[config.mk]
export PLATFORM = sky130hd
export DESIGN_NAME = fpds_result_fifo
export DESIGN_NICKNAME = d
export VERILOG_FILES = /design/src/fpds_pkg.sv /design/src/fpds_result_fifo.sv
export SDC_FILE = /design/constraint.sdc
export NUM_CORES = 1
export LEC_CHECK = 0
export ABC_AREA = 0
export BUFFER_PORTS_ARGS = -buffer_cell sky130_fd_sc_hd__buf_2
export CORE_ASPECT_RATIO = 0.5
export CORE_MARGIN = 2
export CORE_UTILIZATION = 48
export CTS_CLUSTER_DIAMETER = 30
export DETAILED_ROUTE_END_ITERATION = 12
export GPL_TIMING_DRIVEN = 0
export MAX_ROUTING_LAYER = met4
export RECOVER_POWER = 100
export SETUP_SLACK_MARGIN = 0.1
export SYNTH_ARGS = -nofsm -noshare
export SYNTH_HDL_FRONTEND = slang
export SYNTH_SLANG_ARGS = --single-unit
[constraint.sdc]
create_clock -name i_clk -period 5.5 [get_ports i_clk]
set_input_delay 1.1 -clock i_clk [delete_from_list [all_inputs] [get_ports i_clk]]
set_output_delay 1.1 -clock i_clk [all_outputs]
set_load 0.005 [all_outputs]
[src/fpds_pkg.sv]
// Shared constants and types of the five-point diffusion stencil unit.
package fpds_pkg;

    localparam int FPDS_MAX_WIDTH   = 1024;
    localparam int FPDS_SAMPLE_BITS = 32;
    localparam int FPDS_FIFO_DEPTH  = 16;

    localparam int GRID_WIDTH_W  = 11;
    localparam int GRID_HEIGHT_W = 16;
    localparam int COEF_W        = 16;
    localparam int CFG_INDEX_W   = 2;
    localparam int CFG_DATA_W    = 16;
    localparam int FRAC_BITS     = 16;

    localparam logic [GRID_WIDTH_W-1:0]  GRID_WIDTH_RST  = GRID_WIDTH_W'(1024);
    localparam logic [GRID_HEIGHT_W-1:0] GRID_HEIGHT_RST = GRID_HEIGHT_W'(256);
    localparam logic [GRID_HEIGHT_W-1:0] MIN_HEIGHT      = GRID_HEIGHT_W'(3);

    typedef enum logic [CFG_INDEX_W-1:0] {
        REG_GRID_WIDTH  = 2'd0,
        REG_GRID_HEIGHT = 2'd1,
        REG_COEF_X      = 2'd2,
        REG_COEF_Z      = 2'd3
    } t_reg_idx;

    // Result slots written into the output queue in the same cycle.
    typedef struct packed {
        logic second;
        logic first;
    } t_push;

endpackage

[src/fpds_result_fifo.sv]
// Output queue of result words, taking up to two words per cycle.
module fpds_result_fifo #(
    parameter int WIDTH = 33,
    parameter int DEPTH = 16
) (
    input  logic                 i_clk,
    input  logic                 i_rst_n,
    input  fpds_pkg::t_push      i_push,
    input  logic [WIDTH-1:0]     i_data0,
    input  logic [WIDTH-1:0]     i_data1,
    output logic                 o_valid,
    output logic [WIDTH-1:0]     o_data,
    input  logic                 i_ready
);
    import fpds_pkg::*;

    localparam int PTR_W = $clog2(DEPTH);
    localparam int CNT_W = $clog2(DEPTH + 1);

    logic [WIDTH-1:0] r_mem [DEPTH];
    logic [PTR_W-1:0] r_wr_ptr, n_wr_ptr;
    logic [PTR_W-1:0] r_rd_ptr, n_rd_ptr;
    logic [CNT_W-1:0] r_count, n_count;
    logic             w_pop;
    logic [CNT_W-1:0] w_push_cnt;

    assign w_pop      = o_valid && i_ready;
    assign w_push_cnt = CNT_W'(i_push.first) + CNT_W'(i_push.second);

    always_comb begin
        n_wr_ptr = r_wr_ptr + PTR_W'(w_push_cnt);
        n_rd_ptr = r_rd_ptr + PTR_W'(w_pop);
        n_count  = r_count + w_push_cnt - CNT_W'(w_pop);
    end

    always_ff @(posedge i_clk) begin
        if (!i_rst_n) begin
            r_wr_ptr <= '0;
            r_rd_ptr <= '0;
            r_count  <= '0;
        end else begin
            r_wr_ptr <= n_wr_ptr;
            r_rd_ptr <= n_rd_ptr;
            r_count  <= n_count;
        end
    end

    always_ff @(posedge i_clk) begin
        if (i_push.first) begin
            r_mem[r_wr_ptr] <= i_data0;
        end
        if (i_push.second) begin
            r_mem[r_wr_ptr + PTR_W'(1)] <= i_data1;
        end
    end

    assign o_valid = (r_count != '0);
    assign o_data  = r_mem[r_rd_ptr];

    // Second slot is only ever filled together with the first.
    a_push_order: assert property (@(posedge i_clk) disable iff (!i_rst_n)
        i_push.second |-> i_push.first)
        else $error("second result word pushed without the first");

    a_no_overflow: assert property (@(posedge i_clk) disable iff (!i_rst_n)
        (32'(r_count) + 32'(w_push_cnt) - 32'(w_pop)) <= DEPTH)
        else $error("result queue overflow");

    a_count_step: assert property (@(posedge i_clk) disable iff (!i_rst_n)
        (w_push_cnt == '0 && !w_pop) |=> r_count == $past(r_count))
        else $error("queue fill changed without push or pop");

endmodule

==> qor.yml, run 1 <==
pwr:
  p_comb_frac: 0.187
  powerDensity_nw_per_um2: 425.3
  p_leak_nw: 10.45
  power.internal_mw: 10.01
  vdd_ir_drop_max_uv: 246.9
  pwr-share-clk: 0.458
  p_sw_mw: 3.601
  total_power_mw: 13.61
  p_sw_frac: 0.2645
  seqPwrFrac: 0.355
timing:
  min_period_ns: 4.908
  rsz0062_at_grt: "false"
  finalSetupViolations: 0
  fin_skew_ns: 0.01615
  fmax_mhz: 203.8
  slew_headroom: -0.8549
  hold_violations: 0
  min_period_over_period: 0.8923
  tightest_slew_ns: 2.772
  fin_ws_ns: 0.5923
  drv_slew: 335
setup_path:
  startpoint: "i_push[0]"
  slowest_delay_ns: 2.08
  cp.buffers_inverters: 2
  cp_cell_sequence: "clkbuf_1 > nor2b_1 > a21oi_1 > nor2_1 > clkbuf_1"
  cp_top_family: "simple AND/OR/NAND/NOR gates"
  cp_max_fo: 18
  crit_slowest_cell: "nor2_1"
  reg2reg_setup_slack_ns: 0.76
  crit_required_ns: 5.72
  worstSetupStartpointType: "input pin"
  cp_common_cell: "clkbuf_1"
  path_class: "input pin to flop"
  r2r_end: "r_mem[6][11]$_DFFE_PP_"
  arrival_ns: 5.13
  reg2reg_from: "r_wr_ptr[3]$_SDFF_PN0_"
  end_kind: "flop"
  reg2reg_depth: 5
place:
  portBuffers: 104
  post-dp-hpwl_um: 53150
  gp_congestion: 0.8436
  preCtsSetupSlack_ns: 1.749
cells_and_area:
  areaGrowthSynthToFinish_pct: 17.93
  drive_gt1_frac: 0.4801
  nets: 1892
hold_path:
  min_from: "r_rd_ptr[0]$_SDFF_PN0_"
  min_delay_path_depth: 2
  hold_end: "r_rd_ptr[0]$_SDFF_PN0_"
  hp-class: "flop to flop"
clocking:
  htreeDepth: 3
  post-cts-setup-buffers: 0
  clk_latency_ns: 0.63
  post_cts_resize_count: 0
  ctsHoldBuffers: 0
  cts_tree: "built"
  path_clk_slew_ns: 0.05
  cts-root-buf: "clkbuf_16"
  clock-sinks: 541
  clockBufferDepth: 3
  numCtsBuffers: 92
routing:
  vias_per_cell: 6.254
  drt-initial-drc-count: 1933
  wl_per_cell_um: 31.12
  vias: 16520
  wl_um: 82220
  dr.pass1.iters: 5
  drcViolationCount: 0
  ant_nets: 0
die:
  core_sq_um: 55720
  dieWidth_um: 340.3
  die_y_um: 172.1
  initial_core_util: 0.4871
  io_pins: 105
  die_area_sq_um: 58570
  fp-row-count: 61
synthesis:
  seq_area_frac_synth: 0.5938
  yosys_warnings: 0
  synth_area_sq_um: 27140
  netlist.area_leader.share: 0.5842
  synth_top_area_cell: "edfxtp_1"
  synth_nets: 1666
  synth.avg_cell_area_sq_um: 17.17
  ys_top_cells_by_area: "edfxtp_1 58%, mux2_2 21%, mux4_2 11%"
  ys_ff_latch: 541
  syn_inst: 1581
  synth_cell_types: 39
status:
  violations: "max-capacitance violations, max-slew violations"
  status: "finished, violations left"
global_route:
  grt_pass1_vias: 16870
  grt_antenna_before_repair: 1
  grt_first_pass_wirelength_um: 116900
  grt_max_degree: 34
  grtUsageTotal: 0.2909
  overflow: 0
run:
  maxCapViolCount: 19
-- cells in the final DEF, fill, tap and decap left out, types with 19 or more instances in the layout --
cell type	synthesis	routed
clkbuf_1	94	197
nor2_1	14	19
edfxtp_1	528	528
mux4_2	132	132
clkbuf_16	0	96
mux2_2	506	502
buf_2	60	100
nand2_1	42	42
a22oi_1	66	66
mux2_1	22	26
-- cells by family after synthesis --
kind of cell / Yosys count / share of synthesized area
simple gates: 103 / 0.01909
xor+xnor: 5 / 0.001614
fa+ha+maj: 14 / 0.007007
buf+inv: 180 / 0.02877
mux: 660 / 0.3286
compound gates: 78 / 0.02112
flops: 541 / 0.5938
-- cells in the mapped netlist (all sizes together) --
cell type    n
buf         72
a22oi       66
nor2b        8
mux4       132
edfxtp     528
nand4        1
a41o         1
nor3         8
fa           2
nand3        4
dfxtp       13
and2        11
a21o         2
a21oi        4
xor2         2
o21ai        2
and3         1
a21boi       1
ha          12
nand3b       1
nand2b       5
and3b        1
or4b         1
xnor2        3
clkbuf      94
nor2        19
a31o         1
or3          1
a31oi        1
nand2       42
inv         14
mux2       528
-- layer usage --
metal / share of wire / track usage / routed length (um)
met1: 0.42 / 0.3934 / 34350
met2: 0.46 / 0.4489 / 37960
met3: 0.091 / 0.05761 / 7463
met4: 0.030 / 0.08945 / 2439
met5: 0 / - / 0
-- tightest hold or removal path, delay by kind of cell, from the launching register on --
family                     cells  cell delay, ns
DFF                            1            0.33
adders and majority gates      1            0.13
and+or+nand+nor                1            0.11
-- registers in the layout (all words and copies together) (netlist names) --
| register | cells |
|---|---|
| r_count | 5 |
| r_wr_ptr | 4 |
| r_mem | 528 |
| r_rd_ptr | 4 |
-- cell type report --
class	count	area (sq um)
Antenna cell	1	2.502
Clock buffer	103	2429
Inverter	14	52.55
Fill cell	4398	23710
Buffer	166	650.6
Tap cell	756	945.9
Clock inverter	69	935.9
Sequential cell	541	16120
Timing Repair Buffer	132	665.6
Multi-Input combinational cell	860	10210
-- through the flow --
step	instances	util	hold slack, ns	TNS [ns]	cell area, sq um
global placement	2441	0.5134	0.5631	-306.35	28610
detailed placement	2469	0.5236	0.5823	0	29170
finish	2642	0.5745	0.5966	0	32010
floorplan	1581	-	0.5495	0	27140
global route	2642	0.5745	0.6222	0	32010
CTS	2641	0.5840	0.5955	0	32540
-- power groups by stage --
stage	registers (mW)	clock network (mW)	logic (mW)
2_1_floorplan	4.90	0	1.71
3_3_place_gp	4.92	0	2.48
3_5_place_dp	4.91	0	2.61
4_1_cts	4.83	6.29	2.63
5_1_grt	4.85	6.49	2.70
6_report	4.83	6.23	2.54
-- how the worst max path moves through the flow --
stage	endpoint	slack [ns]	cells past startpoint
2_1_floorplan	r_mem[3][0]$_DFFE_PP_	1.25	4
3_3_place_gp	r_mem[3][10]$_DFFE_PP_	-2.69	5
3_5_place_dp	o_data[12]	1.75	7
4_1_cts	o_data[12]	1.08	7
5_1_grt	r_mem[9][4]$_DFFE_PP_	0.51	6
6_report	r_mem[6][11]$_DFFE_PP_	0.59	5
Note: power is estimated with default switching activity, not from simulation.
==> run 2: changes to the inputs <==
--- a/config.mk
+++ b/config.mk
@@ -5,7 +5,7 @@
 export SDC_FILE = /design/constraint.sdc
 export NUM_CORES = 1
 export LEC_CHECK = 0
-export ABC_AREA = 0
+export ABC_AREA = 1
 export BUFFER_PORTS_ARGS = -buffer_cell sky130_fd_sc_hd__buf_2
 export CORE_ASPECT_RATIO = 0.5
 export CORE_MARGIN = 2
==> qor.yml, run 2 <==
status:
  status: "finished, violations left"
  violations: "max-capacitance violations, max-slew violations"
synthesis:
  ys_ff_latch: 541  # unchanged
  synth.avg_cell_area_sq_um: 8.161  # -52%
  synth_top_area_cell: "edfxtp_1"
  synth_area_sq_um: 29320  # +8.0%
  yosys_warnings: 0  # unchanged
  synthTopCellsByCount: "1,275 x nand2_1, 528 x edfxtp_1, 462 x inv_1, 410 x nand3_1, 354 x o21ai_0"
  synthArstFlopShare: 0  # unchanged
  synth_ff_type: "edfxtp_1"
  netlist.area_leader.share: 0.5407  # -0.04350
  yosysMostFrequentCell: "nand2_1"
  seq_area_frac_synth: 0.5496  # -0.04421
  synth_nets: 3678  # +120%
  syn_inst: 3593  # +130%
  synth_cell_types: 26  # -33%
  ys_top_cells_by_area: "edfxtp_1 54%, nand2_1 16%, nand3_1 7.0%"
  synth_edf_count: 528  # unchanged
global_route:
  grt_pass1_vias: 23860  # +41%
  overflow: 0  # unchanged
  grt_max_degree: 34  # unchanged
  grt_antenna_before_repair: 1  # unchanged
  grtUsageTotal: 0.3451  # +0.05419
  grt_first_pass_wirelength_um: 153800  # +32%
pwr:
  seqPwrFrac: 0.337  # -0.018
  vdd_ir_drop_max_uv: 235.8  # -4.5%
  powerDensity_nw_per_um2: 431.9  # +1.6%
  pwr-share-clk: 0.410  # -0.048
  p_leak_nw: 15.07  # +44%
  p_sw_mw: 5.085  # +41%
  p_comb_frac: 0.254  # +0.067
  power.internal_mw: 9.378  # -6.3%
  p_sw_frac: 0.3516  # +0.08705
routing:
  drt-initial-drc-count: 3596  # +86%
  ant_nets: 0  # unchanged
  wl_um: 107200  # +30%
  wl_per_cell_um: 23.03  # -26%
  vias: 26360  # +60%
  vias_per_cell: 5.665  # -9.4%
  drcViolationCount: 0  # unchanged
  dr.pass1.iters: 6  # +1
timing:
  finalSetupViolations: 0  # unchanged
  hold_violations: 0  # unchanged
  hold_ws_ns: 0.5854  # -0.01125 ns
  fin_skew_ns: 0.02460  # +0.008447 ns
  rsz0062_at_grt: "false"
  tightest_slew_ns: 2.173  # -0.5995 ns
  slew_headroom: -0.4484  # +0.4065
  fin_ws_ns: 0.6602  # +0.06785 ns
  tns_ns: 0  # unchanged
  min_period_over_period: 0.8800  # -0.01234
  fmax_mhz: 206.6  # +1.4%
  min_period_ns: 4.840  # -0.06785 ns
  drv_slew: 488  # +46%
setup_path:
  crit_slowest_cell: "clkbuf_1"
  path_class: "flop to primary output"
  end_kind: "primary output"
  crit_required_ns: 4.40  # -1.32 ns
  cp_cell_sequence: "buf_2 > clkbuf_1 > clkbuf_1 > nand2_1 > nand3_1 > nand3_1 > nand2_1 > clkbuf_1"
  cp_common_cell: "clkbuf_1"
  reg2reg_from: "r_wr_ptr[2]$_SDFF_PN0_"
  cp_max_fo: 10  # -8
  arrival_ns: 3.74  # -1.39 ns
  startpoint: "r_rd_ptr[1]$_SDFF_PN0_"
  worstSetupStartpointType: "flop"
  slowest_delay_ns: 0.95  # -1.13 ns
place:
  preCtsSetupSlack_ns: 1.858  # +0.1096 ns
  gp_congestion: 0.9363  # +11%
  portBuffers: 70  # -33%
  post-dp-hpwl_um: 77320  # +45%
  dp.cells: 4483  # +82%
clocking:
  clock-sinks: 541  # unchanged
  htreeDepth: 3  # unchanged
  path_clk_slew_ns: 0.06  # about the same
  post_cts_resize_count: 0  # unchanged
  ctsHoldBuffers: 0  # unchanged
  clk_latency_ns: 0.64  # about the same
  cts_tree: "built"
  numCtsBuffers: 90  # -2.2%
  cts-root-buf: "clkbuf_16"
  post-cts-setup-buffers: 0  # unchanged
  clockBufferDepth: 3  # unchanged
hold_path:
  min_from: "r_count[0]$_SDFF_PN0_"
  hp-class: "flop to flop"
cells_and_area:
  areaGrowthSynthToFinish_pct: 14.18
  layout_commonest_cell: "nand2_1"
  fill_cells: 5475  # +24%
  final_cell_mix: "1,275 x nand2_1, 528 x edfxtp_1, 498 x o21ai_0"
  fin_util: 0.5596  # -0.01483
  largestRegisters: "r_mem: 528 flops, r_count: 5 flops"
  layout.cells.non_filler: 4653  # +76%
  nets: 3848  # +100%
  top_register: "r_mem"
  drive_gt1_frac: 0.06458  # -0.4155
  largest_reg_flops: 528  # unchanged
die:
  fp-row-count: 63  # +3.3%
  die_area_sq_um: 63200  # +7.9%
  io_pins: 105  # unchanged
  die_y_um: 178.8  # +3.9%
  dieWidth_um: 353.5  # +3.9%
  core_sq_um: 59830  # +7.4%
  initial_core_util: 0.4901  # +0.003009
run:
  maxCapViolCount: 16  # -3
-- run 2: logic make-up after synthesis --
kind of cell,count (synthesis),synth area share
and+or+nand+nor,1710,0.2375
buffers and inverters,790,0.1127
DFF,541,0.5496
AOI/OAI and AO/OA,535,0.09285
adders and majority gates,14,0.006486
xor gates and xnor gates,3,0.0008962
-- run 2: per-stage QoR --
step / area (sq um) / power (mW)
floorplan: 29320 / 6.977
global placement: 30690 / 8.477
detailed placement: 30890 / 8.550
CTS: 34010 / 14.36
global route: 33480 / 14.87
finish: 33480 / 14.46
-- run 2: per-layer routing --
layer / track usage / vias up / wire length [um]
met5: - / - / 0
met2: 0.5068 / 1606 / 45770
met3: 0.07165 / 233 / 13110
met1: 0.4815 / 12550 / 45190
met4: 0.1066 / 0 / 3110
li1: - / 11970 / -
-- run 2: power by group through the flow --
stage | Clock (mW) | Combinational, mW | Sequential, mW
CTS | 5.88 | 3.63 | 4.86
finish | 5.92 | 3.67 | 4.87
global route | 6.06 | 3.93 | 4.88
detailed placement | 0 | 3.61 | 4.94
global placement | 0 | 3.53 | 4.94
floorplan | 0 | 2.05 | 4.93
-- run 2: area by class of cell --
| cell class | count | area [sq um] | share of cell area |
|---|---|---|---|
| Sequential cell | 541 | 16120 | 0.4813 |
| Clock inverter | 73 | 805.8 | 0.02407 |
| Buffer | 325 | 1266 | 0.03782 |
| Clock buffer | 96 | 2316 | 0.06917 |
| Multi-Input combinational cell | 2262 | 9867 | 0.2947 |
| Antenna cell | 1 | 2.502 | 0.00007474 |
| Inverter | 465 | 1745 | 0.05213 |
| Tap cell | 812 | 1016 | 0.03034 |
| Timing Repair Buffer | 78 | 347.8 | 0.01039 |
-- run 2: path summary, 6_finish.rpt --
kind / to / slack, ns / cells after the start
max: o_data[30] / 0.66 / 8
min: r_count[0]$_SDFF_PN0_ / 0.59 / 3
max reg2reg: r_mem[13][6]$_DFFE_PP_ / 1.47 / 6
min reg2reg: r_count[0]$_SDFF_PN0_ / 0.59 / 3
-- run 2: worst max-delay path: cells and delay by family (launching register included) --
kind                   cells  cell delay [ns]
buffers and inverters      4             2.04
and+or+nand+nor            4             0.61
DFF                        1             0.41
